<file path="src/rtl/ocg_ram.sv">
module ocg_ram #(
   parameter int WIDTH = 8,
   parameter int DEPTH = 16,
   parameter int ADDR_W = $clog2(DEPTH)
) (
   input  logic              clock,
   input  logic              wr_en,
   input  logic [ADDR_W-1:0] wr_addr,
   input  logic [WIDTH-1:0]  wr_data,
   input  logic              rd_en,
   input  logic [ADDR_W-1:0] rd_addr,
   output logic [WIDTH-1:0]  rd_data
);

   logic [WIDTH-1:0] mem_ff [DEPTH];
   logic [WIDTH-1:0] rd_data_ff;

   // single write port, registered read port
   always_ff @(posedge clock) begin
      if (wr_en) mem_ff[wr_addr] <= wr_data;
      if (rd_en) rd_data_ff <= mem_ff[rd_addr];
   end

   assign rd_data = rd_data_ff;

endmodule

</file>
<file path="config.mk">
export PLATFORM = sky130hd
export DESIGN_NAME = ocg_ram
export DESIGN_NICKNAME = d
export VERILOG_FILES = /design/src/rtl/ocg_ram.sv
export SDC_FILE = /design/constraint.sdc
export NUM_CORES = 1
export LEC_CHECK = 0
export BUFFER_PORTS_ARGS = -buffer_cell sky130_fd_sc_hd__buf_2
export CAP_MARGIN = 25
export CORE_UTILIZATION = 40
export DETAILED_ROUTE_END_ITERATION = 7
export GPL_TIMING_DRIVEN = 0
export SETUP_SLACK_MARGIN = 0.5
export SLEW_MARGIN = 5
export SYNTH_ARGS = -nofsm -noshare
export SYNTH_HDL_FRONTEND = slang
export SYNTH_SLANG_ARGS = --single-unit
</file>
<file path="constraint.sdc">
create_clock -name clock -period 4.35 [get_ports clock]
set_input_delay 0.87 -clock clock [delete_from_list [all_inputs] [get_ports clock]]
set_output_delay 0.87 -clock clock [all_outputs]
set_load 0.02 [all_outputs]
</file>
==> run metrics, run 1 <==
# setup viols final=0; worst reg2reg path depth=3; Synth warnings=0; vias in the first global route=2422; uppermost layer routed=met4; area occupied by multi-input gates=1060 sq um; internal power=2.54 mW; WL met2=4810 microns; Slew @ Worst Pin=0.826 ns; DR iter-0 viols=191; unrepaired setup endpoints after global routing=false; sequential share of power=47.0%; Place WS=1.77 ns; TritonCTS clock tree=done; Max Fclk=469 MHz; Unique masters post-synth=18; Sw Ratio=19.5%; initial core utilization=41.3%; core area=12700 sq um; Chip Width=116 microns; Yosys top cell by area=edfxtp_1; DRC errors left=0; setup TNS=0 ns; clk_lat worst skew=0.41 ns; synthesized flop and latch total=136; Hold Crit Class=register to register; switching power=0.616 mW; Combinational Power Share=4.7%; CTS Root Cell=clkbuf_16; register area=4080 sq um; sequential share of the synthesized area=78.1%; crit path launch=wr_addr[2]; Worst VDD drop=250 uV; post-route minimum period=2.13 ns; 1st-pass router iterations=4; Final Max Slew Viols=0; GRT Residual Overflow=0; Met3 Routed Length=512 microns; via density per instance=5.33; Critical R2R Capture=rd_data[0]; Synth Net Count=248; Area contributors post-synth=edfxtp_1 (78%), mux4_2 (7.8%), mux4_1 (7.0%); GP Congestion=0.702; Syn Inst Count=229; Clock Skew=0.00576 ns; input/output buffers=25; M1 WL=4690 microns; final wirelength=10200 microns; Layout Nets=296; status=finished, final reports clean; I/O pins=27; WP data arrival=2.17 ns; # rows=41; Crit. End Element=register; HP Start=mem_ff[8][1]; R2R Path Start=mem_ff[5][0]; Critical Path Fanout Max=8; setup ws final=2.22 ns; syn_area_per_cell=22.8 sq um; part of the power in the clock network=48.4%; Post-CTS Setup Bufs=0; Die Y=116 microns; Final Hold Viols=0; Hold Path Stages=3; worst relative slew slack=44.5%; Max Cap Viol=0; area fraction of the dominant cell type after synthesis=78.1%; area grow syn2layout=19.1%; leakage=2.08 nW; Cell Pwr Density=507 nW/um^2; DP Wirelength=6330 microns; CP Class=primary input to register; Vias=2463; Filler cells=1008; largest net degree at the start of global routing=17; reg-to-reg setup timing slack=2.72 ns; Post-CTS Hold Buffers=0; H-tree Lvls=4; initial antenna violation count=0; CTS resizes=0; clk buf depth=2; Min-Delay Endpoint=rd_data[1]; Syn Std Cell Area=5230 sq um; clock sink count=136; global-route wire length before repair=15200 microns; number of CTS-inserted buffers=17; Final ANT Viol Nets=0; DIE AREA=13500 sq um; Wirelength per Cell=22.2 microns; critical path data required time=4.39 ns; startpoint types=primary input; # diodes=0; CTS clock-pin slew for the worst setup and hold paths=0.06 ns; total track usage=16.7%; final period utilization=49.0%; share of layout cells above drive strength 1=30.0%
## through the flow
stage / utilization (%) / instance area, sq um / cells / hold slack [ns] / power [mW]
floorplan: - / 5230 / 229 / 0.705 / 1.59
CTS: 49.2 / 6230 / 462 / 0.769 / 3.17
finish: 49.2 / 6230 / 462 / 0.766 / 3.16
detailed placement: 44.2 / 5600 / 430 / 0.755 / 1.66
global route: 49.2 / 6230 / 462 / 0.791 / 3.24
global placement: 43.9 / 5570 / 426 / 0.737 / 1.65
## worst max-delay path by stage
| stage | cells after the start | end | slack (ns) |
|---|---|---|---|
| 2_1_floorplan | 2 | mem_ff[0][0] | 1.99 |
| 3_3_place_gp | 3 | mem_ff[0][7] | 1.41 |
| 3_5_place_dp | 3 | mem_ff[2][1] | 1.77 |
| 4_1_cts | 3 | mem_ff[2][0] | 2.20 |
| 5_1_grt | 3 | mem_ff[2][1] | 2.13 |
| 6_report | 3 | mem_ff[2][0] | 2.22 |
## critical path: stages
cell	delay (ns)
buf_2	0.11
or3b_2	0.53
nor2_1	0.65
## cell type report
class,count,area share (%)
plain buffers,10,1.39
clock buffers,17,6.83
flip-flops and latches,136,65.6
well taps,172,3.46
repair buffers,29,2.45
clock inverters,15,3.33
multi-input cells,83,17.0
## cell usage after synthesis, drive strengths merged
cell type      instances
edfxtp               136
mux4                  32
a22oi                 16
nor2                  13
nand2                  9
buf                    7
nor3                   4
clkdlybuf4s25          3
nand2b                 2
nand3b                 2
and2                   1
and2b                  1
nand3                  1
nor2b                  1
or3b                   1
## power by group through the flow
stage               sequential, mW  combinational [mW]  clock [mW]
floorplan                     1.52              0.0745           0
global placement              1.51               0.145           0
detailed placement            1.51               0.148           0
CTS                           1.48               0.149        1.54
global route                  1.49               0.157        1.59
finish                        1.48               0.147        1.53
## sequential cells by signal, summed over array words and instances (netlist names)
register  cells
rd_data       8
mem_ff      128
## metal layers
layer | up-vias | GRT usage, %
met5 | - | 0
met4 | 0 | 7.86
li1 | 1078 | -
met3 | 17 | 4.36
met1 | 1278 | 23.2
met2 | 90 | 24.9
## cell families (layout without fill, tap and decap cells)
group,count (synthesis),after routing,synth area share [%]
AOI/OAI and AO/OA,16,16,2.30
DFF,136,136,78.1
and+or+nand+nor,35,35,3.14
buffers and inverters,10,71,1.65
muxes,32,32,14.8
## placed cells by master, fill, tap and decap left out
master	n
nand3_1	1
clkinvlp_4	3
buf_4	4
clkinv_1	3
clkdlybuf4s25_2	3
buf_2	29
and2_1	1
clkinv_2	3
nand2_1	9
buf_6	3
clkinv_4	1
mux4_1	14
nand2b_1	2
nor3_1	4
nor2b_1	1
clkbuf_16	17
nor2_1	13
a22oi_1	16
bufinv_16	5
and2b_1	1
or3b_2	1
nand3b_1	2
edfxtp_1	136
mux4_2	18
Note: power is estimated with default switching activity, not from simulation.
==> inputs of run 2 (changes only) <==
==> constraint.sdc (replaced) <==
create_clock -name clock -period 1.9 [get_ports clock]
set_input_delay 0.38 -clock clock [delete_from_list [all_inputs] [get_ports clock]]
set_output_delay 0.38 -clock clock [all_outputs]
set_load 0.02 [all_outputs]
==> run 2 against run 1 <==
Final cell count fell by 0.87%. Non-clock buffer count is 4 lower. Critical path depth stayed put. Critical endpoint is now rd_data[0]. Sequential power rose by 130%.
==> run metrics, run 2 (same netlist as run 1, synthesis figures left out) <==
# diodes=0; core area=12700 sq um; Post-Layout Inst Area=6260 sq um; total track usage=16.7%; flip-flop count of the largest register after layout=128; Critical Path Fanout Max=1; I/O pins=27; Crit. End Element=register; # setup viols final=0; initial antenna violation count=0; DIE AREA=13500 sq um; largest net degree at the start of global routing=17; input/output buffers=25; Worst VDD drop=606 uV; GP Congestion=0.697; Placed Cells=426; Wirelength per Cell=21.9 microns; Combinational Power Share=5.4%; internal power=5.57 mW; Final Max Slew Viols=0; part of the power in the clock network=46.0%; Layout Nets=292; Largest Register=mem_ff; Sw Ratio=20.3%; Chip Width=116 microns; Post-DP Area=5600 sq um; Max Cap Viol=0; WP data arrival=1.60 ns; clock sink count=136; commonest non-fill, non-tap cell in the layout=edfxtp_1; most frequent cells in the layout=edfxtp_1 (136), mux4_2 (32), buf_2 (28), clkbuf_16 (17); Max Fclk=693 MHz; non-filler cells, final=458; initial core utilization=41.3%; Cell Pwr Density=1120 nW/um^2; H-tree Lvls=4; final period utilization=75.9%; Die Y=116 microns; worst relative slew slack=43.5%; CTS clock-pin slew for the worst setup and hold paths=0.06 ns; startpoint types=register; number of CTS-inserted buffers=17; global-route wire length before repair=15200 microns; critical path data required time=2.05 ns; status=finished, final reports clean; Post-CTS Hold Buffers=0; clk_lat worst skew=0.41 ns; leakage=2.00 nW; Hold Crit Class=primary input to register; DP Wirelength=6360 microns; Final Hold Viols=0; GRT Residual Overflow=0; Clock Skew=0.00628 ns; sequential share of power=48.6%; via density per instance=5.19; CTS Root Cell=clkbuf_16; Final ANT Viol Nets=0; Post-CTS Setup Bufs=0; vias in the first global route=2431; Final Power=6.98 mW; CP Class=register to register; 1st-pass router iterations=6; post-route minimum period=1.44 ns; clk buf depth=2; area grow syn2layout=19.7%; # rows=41; Slew @ Worst Pin=0.844 ns; Vias=2379; DRC errors left=0; final wirelength=10000 microns; DR iter-0 viols=118; share of layout cells above drive strength 1=43.0%; unrepaired setup endpoints after global routing=true; TritonCTS clock tree=done; switching power=1.41 mW
run 2: final cells by class:
type | count | area, sq um
plain buffers | 10 | 120
clock buffers | 17 | 425
clock inverters | 15 | 160
fillers | 1029 | 6410
multi-input cells | 83 | 1130
flip-flops and latches | 136 | 4080
well taps | 172 | 215
repair buffers | 25 | 125
run 2: timing repair:
item                       CTS  global route
setup endpoints to repair   58            72
pin swaps                    4             4
cloned                       0             0
gates resized for setup     11             9
run 2: per-layer routing:
metal	track usage, %	vias up	share of wire (%)
met5	0	-	0
met4	7.18	0	1.4
met3	3.89	11	4.4
met2	25.0	65	48
met1	23.6	1243	46
li1	-	1060	-
run 2: worst paths after layout:
check	startpoint	endpoint	slack [ns]	cells past startpoint
worst max-delay path	mem_ff[6][0]	rd_data[0]	0.46	3
worst min-delay path	rd_en	rd_data[5]	0.31	1
worst max register to register	mem_ff[6][0]	rd_data[0]	0.46	3
worst min register to register	mem_ff[9][1]	rd_data[1]	0.77	3
run 2: through the flow:
stage / setup WS, ns / TNS, ns / util (%) / hold slack [ns]
floorplan: 0.320 / 0 / - / 0.479
global placement: 0.000216 / 0 / 44.2 / 0.717
detailed placement: -0.0221 / -0.0221 / 44.2 / 0.722
CTS: 0.445 / 0 / 49.2 / 0.293
global route: 0.400 / 0 / 49.4 / 0.304
finish: 0.457 / 0 / 49.4 / 0.306
run 2: worst max-delay path: stages, from the launching register on:
cell and delay (ns):
edfxtp_1 0.36, mux4_2 0.52, a22oi_2 0.21, nand2_1 0.09
run 2: power by group through the flow:
stage | clock network, mW | registers [mW] | logic, mW
floorplan | 0 | 3.47 | 0.192
global placement | 0 | 3.45 | 0.355
detailed placement | 0 | 3.46 | 0.363
CTS | 3.25 | 3.40 | 0.375
global route | 3.37 | 3.40 | 0.406
finish | 3.21 | 3.40 | 0.377
