<file path="src/rtl/ocg_pkg.sv">
package ocg_pkg;

   // fixed field widths
   localparam int COORD_W = 9;
   localparam int VALUE_W = 8;
   localparam int TYPE_W = 3;
   localparam int CSR_W = 10;
   localparam int CSR_IDX_W = 3;
   localparam int PAD_W = 6;
   localparam int LIMIT_W = 7;
   localparam int SHIFT_CNT_W = 8;

   // internal coordinate arithmetic, wide enough for grids up to 4096 cells
   localparam int CRD_W = 14;

   localparam int DEF_MAX_WIDTH = 512;
   localparam int DEF_MAX_HEIGHT = 512;

   // request codes
   localparam logic [TYPE_W-1:0] REQ_LOAD = 3'd0;
   localparam logic [TYPE_W-1:0] REQ_BUILD = 3'd1;
   localparam logic [TYPE_W-1:0] REQ_CLEAR = 3'd2;
   localparam logic [TYPE_W-1:0] REQ_MARK = 3'd3;
   localparam logic [TYPE_W-1:0] REQ_POINT = 3'd4;
   localparam logic [TYPE_W-1:0] REQ_LINE = 3'd5;

   // register indexes
   localparam logic [CSR_IDX_W-1:0] CSR_MAP_WIDTH = 3'd0;
   localparam logic [CSR_IDX_W-1:0] CSR_MAP_HEIGHT = 3'd1;
   localparam logic [CSR_IDX_W-1:0] CSR_PAD_X = 3'd2;
   localparam logic [CSR_IDX_W-1:0] CSR_PAD_Y = 3'd3;
   localparam logic [CSR_IDX_W-1:0] CSR_FREE_LIMIT = 3'd4;

   typedef logic signed [CRD_W-1:0] crd_type;

   typedef struct packed {
      crd_type lo;
      crd_type hi;
   } span_type;

   typedef struct packed {
      logic load;
      logic step;
   } bres_ctl_type;

   typedef struct packed {
      crd_type x;
      crd_type y;
      logic    last;
   } bres_pos_type;

   // window of len cells from c-back, pushed into [0,n) and cut to it
   function automatic span_type span_of(crd_type c, crd_type back, crd_type len, crd_type n);
      span_type r;
      crd_type  s;
      crd_type  h;
      s = c - back;
      if (s < 0) s = '0;
      if (s + len > n) s = n - len;
      h = s + len - crd_type'(1);
      if (s < 0) s = '0;
      if (h > n - crd_type'(1)) h = n - crd_type'(1);
      r.lo = s;
      r.hi = h;
      return r;
   endfunction

endpackage

</file>
<file path="src/rtl/ocg_bres.sv">
module ocg_bres (
   input  logic                  clock,
   input  ocg_pkg::bres_ctl_type ctl,
   input  ocg_pkg::crd_type      xa,
   input  ocg_pkg::crd_type      ya,
   input  ocg_pkg::crd_type      xb,
   input  ocg_pkg::crd_type      yb,
   output ocg_pkg::bres_pos_type pos
);
   import ocg_pkg::*;

   crd_type x_ff, x_in, y_ff, y_in, err_ff, err_in, cnt_ff, cnt_in;
   crd_type inc_a_ff, inc_a_in, inc_b_ff, inc_b_in;
   logic    steep_ff, steep_in, xneg_ff, xneg_in, yneg_ff, yneg_in;
   crd_type dx, dy, adx, ady, major, minor;
   logic    side;

   // line set-up on load, one cell per step afterwards
   always_comb begin
      dx = xb - xa;
      dy = yb - ya;
      adx = (dx < 0) ? -dx : dx;
      ady = (dy < 0) ? -dy : dy;
      major = (ady > adx) ? ady : adx;
      minor = (ady > adx) ? adx : ady;
      side = (err_ff >= 0);
      x_in = x_ff;
      y_in = y_ff;
      err_in = err_ff;
      cnt_in = cnt_ff;
      inc_a_in = inc_a_ff;
      inc_b_in = inc_b_ff;
      steep_in = steep_ff;
      xneg_in = xneg_ff;
      yneg_in = yneg_ff;
      if (ctl.load) begin
         x_in = xa;
         y_in = ya;
         steep_in = (ady > adx);
         xneg_in = (dx < 0);
         yneg_in = (dy < 0);
         inc_a_in = minor + minor;
         inc_b_in = minor + minor - major - major;
         err_in = minor + minor - major;
         cnt_in = major;
      end else if (ctl.step && cnt_ff != 0) begin
         err_in = err_ff + (side ? inc_b_ff : inc_a_ff);
         cnt_in = cnt_ff - crd_type'(1);
         if (!steep_ff || side) x_in = xneg_ff ? x_ff - crd_type'(1) : x_ff + crd_type'(1);
         if (steep_ff || side) y_in = yneg_ff ? y_ff - crd_type'(1) : y_ff + crd_type'(1);
         if (steep_ff && !side) x_in = x_ff;
         if (!steep_ff && !side) y_in = y_ff;
      end
   end

   always_ff @(posedge clock) begin
      x_ff <= x_in;
      y_ff <= y_in;
      err_ff <= err_in;
      cnt_ff <= cnt_in;
      inc_a_ff <= inc_a_in;
      inc_b_ff <= inc_b_in;
      steep_ff <= steep_in;
      xneg_ff <= xneg_in;
      yneg_ff <= yneg_in;
   end

   assign pos.x = x_ff;
   assign pos.y = y_ff;
   assign pos.last = (cnt_ff == 0);

endmodule

</file>
<file path="config.mk">
export PLATFORM = sky130hd
export DESIGN_NAME = ocg_bres
export DESIGN_NICKNAME = d
export VERILOG_FILES = /design/src/rtl/ocg_pkg.sv /design/src/rtl/ocg_bres.sv
export SDC_FILE = /design/constraint.sdc
export NUM_CORES = 1
export LEC_CHECK = 0
export ABC_AREA = 0
export BUFFER_PORTS_ARGS = -buffer_cell sky130_fd_sc_hd__buf_2
export CELL_PAD_IN_SITES_DETAIL_PLACEMENT = 0
export CELL_PAD_IN_SITES_GLOBAL_PLACEMENT = 2
export CORE_MARGIN = 5
export CORE_UTILIZATION = 35
export CTS_BUF_LIST = sky130_fd_sc_hd__clkbuf_8
export DETAILED_ROUTE_END_ITERATION = 10
export PLACE_DENSITY_LB_ADDON = 0.1
export SYNTH_ARGS = -nofsm -noshare
export SYNTH_HDL_FRONTEND = slang
export SYNTH_SLANG_ARGS = --single-unit
</file>
<file path="constraint.sdc">
create_clock -name clock -period 13.46 [get_ports clock]
set_input_delay 0.673 -clock clock [delete_from_list [all_inputs] [get_ports clock]]
set_output_delay 0.673 -clock clock [all_outputs]
set_load 0.01 [all_outputs]
</file>
==> results of run 1 <==
-- worst reg2reg max path: cells and delay by family, from the launching register on --
family / cells / cell delay, ns
AO/OA/AOI/OAI: 11 / 2.03
AND/OR/NAND/NOR: 5 / 0.46
flip-flops: 1 / 0.41
multiplexers: 1 / 0.41
buffers and inverters: 1 / 0.27
adder cells (fa/ha/maj): 1 / 0.18
XOR/XNOR: 1 / 0.10
-- per-stage QoR --
step,cells,worst slack [ns],cell area [sq um],util
5_1_grt,1466,3.40,10200,0.392
4_1_cts,1466,4.21,10200,0.392
3_5_place_dp,1451,3.85,9950,0.384
6_report,1466,4.23,10200,0.392
2_1_floorplan,1051,4.81,9150,-
3_3_place_gp,1451,3.98,9950,0.384
-- cell type report --
cell class              count  area (sq um)  share of cell area
clock buffers               9           124              0.0122
well taps                 335           419              0.0412
inverters                  87           327              0.0321
flip-flops and latches     85          2550               0.251
repair buffers             95           498              0.0490
clock inverters             6          93.8             0.00923
multi-input cells         849          6150               0.605
-- Yosys cell counts, types with 17 or more instances --
cell / number
inv_1: 86
clkbuf_1: 17
a21o_1: 24
nor2_1: 92
xnor2_1: 63
nand2_1: 94
edfxtp_1: 85
a21oi_1: 91
ha_1: 94
nor3_1: 19
o21ai_0: 65
xor2_1: 39
mux2_2: 19
-- worst max-delay path by stage --
| stage | from | endpoint | slack [ns] | cells after the start |
|---|---|---|---|---|
| 6_report | xa[8] | inc_b_ff[13] | 4.23 | 39 |
| 5_1_grt | xa[8] | inc_b_ff[13] | 3.40 | 39 |
| 4_1_cts | xa[8] | inc_b_ff[13] | 4.21 | 39 |
| 3_5_place_dp | xa[8] | inc_b_ff[13] | 3.85 | 39 |
| 3_3_place_gp | xa[8] | inc_b_ff[13] | 3.98 | 39 |
| 2_1_floorplan | xa[8] | inc_b_ff[13] | 4.81 | 42 |
-- routing by layer --
| metal | global-route usage | wire [um] |
|---|---|---|
| met2 | 0.272 | 11100 |
| met4 | 0.0317 | 157 |
| met1 | 0.274 | 14100 |
| met5 | 0 | 0 |
| met3 | 0.0182 | 647 |
-- flip-flops by register name, summed over array words and instances, names as in the netlist --
| register | flops |
|---|---|
| cnt_ff | 14 |
| err_ff | 14 |
| inc_a_ff | 13 |
| inc_b_ff | 13 |
| steep_ff | 1 |
| x_ff | 14 |
| xneg_ff | 1 |
| y_ff | 14 |
| yneg_ff | 1 |
-- cell families (layout without fill, tap and decap cells) --
logic type                 after synthesis  after routing
and+or+nand+nor                        308            308
AOI/OAI and AO/OA                      295            295
buffers and inverters                  117            197
xor gates and xnor gates               107            107
adders and majority gates              103            103
DFF                                     85             85
muxes                                   35             35
other                                    1              1
==> flow_metrics.env, run 1 <==
export IMPL_outcome="finished clean"
export IMPL_worstPathMaxFanout=29
export IMPL_hold_violations=0
export IMPL_antenna_found_initial=0
export IMPL_worstHoldPathType="input port to register"
export IMPL_die_w_um=172
export IMPL_post_synth_instance_area_sq_um=9150
export IMPL_grt_max_degree=60
export IMPL_layout_drive_gt1_share=0.156
export IMPL_vias=7606
export IMPL_worst_slew_pin_slew_ns=1.01
export IMPL_fill_cells=2693
export IMPL_crit_buf_inv=6
export IMPL_viasPerCell=5.19
export IMPL_worstPathArrival_ns=9.47
export IMPL_setup_viol=0
export IMPL_syn_instance_count=1051
export IMPL_areaGrowthSynthToFinish_pct=11.0
export IMPL_cts_hold_buffers=0
export IMPL_ant_nets=0
export IMPL_async_reset_ff_frac=0
export IMPL_synthAdderAreaFrac=0.144
export IMPL_cp_end_kind="register"
export IMPL_initial_utilization=0.353
export IMPL_path_delay_family="compound AO/OA/AOI/OAI gates"
export IMPL_dieArea_sq_um=29500
export IMPL_rsz0062_at_grt="no"
export IMPL_path_class="input port to register"
export IMPL_core_area_sq_um=25900
export IMPL_drc_errors=0
export IMPL_synth_edf_count=85
export IMPL_place_hpwl_um=21200
export IMPL_syn_avg_cell_area_sq_um=8.71
export IMPL_cts_max_level=3
export IMPL_wl_um=26100
export IMPL_port_buffers=87
export IMPL_ys_flop_type="edfxtp_1"
export IMPL_routedWlPerCell_um=17.8
export IMPL_final_nets=1285
export IMPL_cap_viol_max_count=0
export IMPL_clockRootBuffer="clkbuf_8"
export IMPL_tns_ns=0
export IMPL_clock_path_buffers=2
export IMPL_synth_cell_types=81
export IMPL_gp_congestion=0.805
export IMPL_r2r_cells=20
export IMPL_ff2ff_setup_slack_ns=9.34
export IMPL_ys_ff_latch=85
export IMPL_fin_crit_sh=0.686
export IMPL_clk_pin_slew_ns=0.09
export IMPL_antenna_cells=0
export IMPL_synthSimpleGateAreaFrac=0.165
export IMPL_critPathMaxStageDelay_ns=0.58
export IMPL_grt_pass1_wl_um=41200
export IMPL_rows=59
export IMPL_period_needed_ns=9.23
export IMPL_synth_top_family_by_area="compound AO/OA/AOI/OAI gates"
export IMPL_synth_top_area_share=0.279
export IMPL_io_pins=88
export IMPL_hold_end="y_ff[11]"
export IMPL_r2r_start="err_ff[13]"
export IMPL_post_cts_resized=0
export IMPL_drt_iter0_drc=512
export IMPL_start_kind="input port"
export IMPL_whs_path_depth=3
export IMPL_crit_path_top_delay_cell="xor2_1"
export IMPL_synth_area_leader_cell="edfxtp_1"
export IMPL_layout_common_cells="94 x nand2_1, 94 x ha_1, 92 x nor2_1"
export IMPL_synthXorXnorAreaFrac=0.108
export IMPL_cts_tree="done"
export IMPL_cts_setup_buffers=0
export IMPL_finalMaxSlewViolations=0
export IMPL_clock_fmax_ghz=0.108
export IMPL_relSlewSlack=0.326
export IMPL_skew_ns=0.0158
export IMPL_fin_hold_ws_ns=0.627
export IMPL_synthMuxAreaShare=0.0429
export IMPL_cts_sinks=85
export IMPL_r2r_end="err_ff[13]"
export IMPL_synth_seq_area_share=0.279
export IMPL_hp_start="ya[11]"
export IMPL_synth_nets=1209
export IMPL_die_h_um=172
export IMPL_yosysWarningCount=0
export IMPL_synth_compound_area_frac=0.211
export IMPL_grt_overflow_total=0
export IMPL_cts_made_buffers=9
export IMPL_grt_usage=0.178
export IMPL_first_pass_iters=5
export IMPL_critPathRequiredTime_ns=13.70
export IMPL_netlist_top_cells_area="edfxtp_1 28%, ha_1 13%, xnor2_1 6.0%"
export IMPL_first_global_vias=7372
export IMPL_clk_latency_ns=0.37
Power of run 1 is not shown: default switching activity piles up to over one toggle a cycle in this logic, so the estimate is an artifact.
==> inputs of run 2 (changes only) <==
==> constraint.sdc (replaced) <==
create_clock -name clock -period 8.7 [get_ports clock]
set_input_delay 0.435 -clock clock [delete_from_list [all_inputs] [get_ports clock]]
set_output_delay 0.435 -clock clock [all_outputs]
set_load 0.01 [all_outputs]
==> flow_metrics.env, run 2 (synthesis results as in run 1) <==
export IMPL_wl_met2_um=11200
export IMPL_cp_end_kind="register"
export IMPL_cts_made_buffers=9
export IMPL_period_needed_ns=8.01
export IMPL_relSlewSlack=0.265
export IMPL_first_global_vias=7367
export IMPL_start_kind="input port"
export IMPL_final_nets=1295
export IMPL_ant_nets=0
export IMPL_multi_input_area_sq_um=6150
export IMPL_hp_start="xa[11]"
export IMPL_wl_met1_um=14100
export IMPL_whs_path_depth=3
export IMPL_io_pins=88
export IMPL_wl_um=26300
export IMPL_routedWlPerCell_um=17.8
export IMPL_cts_tree="done"
export IMPL_antenna_cells=0
export IMPL_cts_setup_buffers=0
export IMPL_r2r_end="err_ff[12]"
export IMPL_grt_overflow_total=0
export IMPL_fill_cells=2649
export IMPL_worstHoldPathType="input port to register"
export IMPL_critPathMaxStageDelay_ns=0.51
export IMPL_hold_end="x_ff[11]"
export IMPL_skew_ns=0.0181
export IMPL_ff_latch_area_sq_um=2550
export IMPL_port_buffers=87
export IMPL_tns_ns=0
export IMPL_worst_slew_pin_slew_ns=1.10
export IMPL_drt_iter0_drc=432
export IMPL_cts_max_level=3
export IMPL_clk_latency_ns=0.38
export IMPL_fin_crit_sh=0.921
export IMPL_place_hpwl_um=21300
export IMPL_rows=59
export IMPL_die_w_um=172
export IMPL_clock_path_buffers=2
export IMPL_clk_pin_slew_ns=0.09
export IMPL_highest_layer="met4"
export IMPL_r2r_cells=15
export IMPL_post_cts_resized=0
export IMPL_grt_pass1_wl_um=41300
export IMPL_worstPathMaxFanout=30
export IMPL_layout_common_cells="94 x nand2_1, 94 x ha_1, 92 x nor2_1"
export IMPL_drc_errors=0
export IMPL_first_pass_iters=8
export IMPL_initial_utilization=0.353
export IMPL_worstPathArrival_ns=8.25
export IMPL_rsz0062_at_grt="no"
export IMPL_clockRootBuffer="clkbuf_8"
export IMPL_viasPerCell=5.19
export IMPL_vias=7662
export IMPL_grt_usage=0.179
export IMPL_gp_congestion=0.816
export IMPL_critPathRequiredTime_ns=8.94
export IMPL_route_met3_wl_um=914
export IMPL_die_h_um=172
export IMPL_cap_viol_max_count=0
export IMPL_ff2ff_setup_slack_ns=4.54
export IMPL_path_class="input port to register"
export IMPL_layout_drive_gt1_share=0.162
export IMPL_outcome="finished clean"
export IMPL_antenna_found_initial=0
export IMPL_hold_violations=0
export IMPL_crit_path_top_delay_cell="xnor2_1"
export IMPL_finalMaxSlewViolations=0
export IMPL_core_area_sq_um=25900
export IMPL_areaGrowthSynthToFinish_pct=12.3
export IMPL_dieArea_sq_um=29500
export IMPL_grt_max_degree=58
export IMPL_r2r_start="err_ff[13]"
export IMPL_clock_fmax_ghz=0.125
export IMPL_setup_viol=0
export IMPL_cts_hold_buffers=0
export IMPL_cts_sinks=85
-- run 2: worst max-delay path by stage --
| stage | startpoint | end | slack, ns | cells after the start |
|---|---|---|---|---|
| global route | xa[8] | inc_b_ff[13] | 0.11 | 39 |
| floorplan | xa[8] | inc_b_ff[13] | 0.28 | 42 |
| detailed placement | xa[8] | inc_b_ff[13] | 0.38 | 35 |
| finish | xa[8] | inc_b_ff[13] | 0.69 | 35 |
| CTS | xa[8] | inc_b_ff[13] | 0.75 | 35 |
| global placement | xa[8] | inc_b_ff[13] | 0.53 | 34 |
-- run 2: through the flow --
| stage | cell area, sq um | worst slack (ns) | hold slack, ns | utilization | std cells |
|---|---|---|---|---|---|
| 3_3_place_gp | 10000 | 0.527 | 0.619 | 0.387 | 1461 |
| 4_1_cts | 10300 | 0.751 | 0.341 | 0.397 | 1476 |
| 6_report | 10300 | 0.690 | 0.368 | 0.397 | 1476 |
| 5_1_grt | 10300 | 0.106 | 0.368 | 0.397 | 1476 |
| 2_1_floorplan | 9150 | 0.284 | 0.547 | - | 1051 |
| 3_5_place_dp | 10000 | 0.376 | 0.630 | 0.387 | 1461 |
-- run 2: final cells by class --
cell class,count,area share
clock inverter,6,0.0131
inverter,87,0.0318
tap,335,0.0408
clock buffer,9,0.0120
multi-input combinational,849,0.598
timing repair buffer,105,0.0557
sequential,85,0.248
-- run 2: worst max-delay path, delay by kind of cell --
kind            cells  cell delay [ns]
simple gates       10             2.26
fa+ha+maj           4             1.22
xor+xnor            3             0.79
mux                 1             0.42
compound gates     11             2.11
buf+inv             6             1.01
-- run 2: metal layers --
layer	up-vias	global-route usage
met1	3582	0.277
li1	3956	-
met4	0	0.0296
met3	7	0.0214
met2	117	0.270
met5	-	0
Power of run 2 is left out for the same reason.
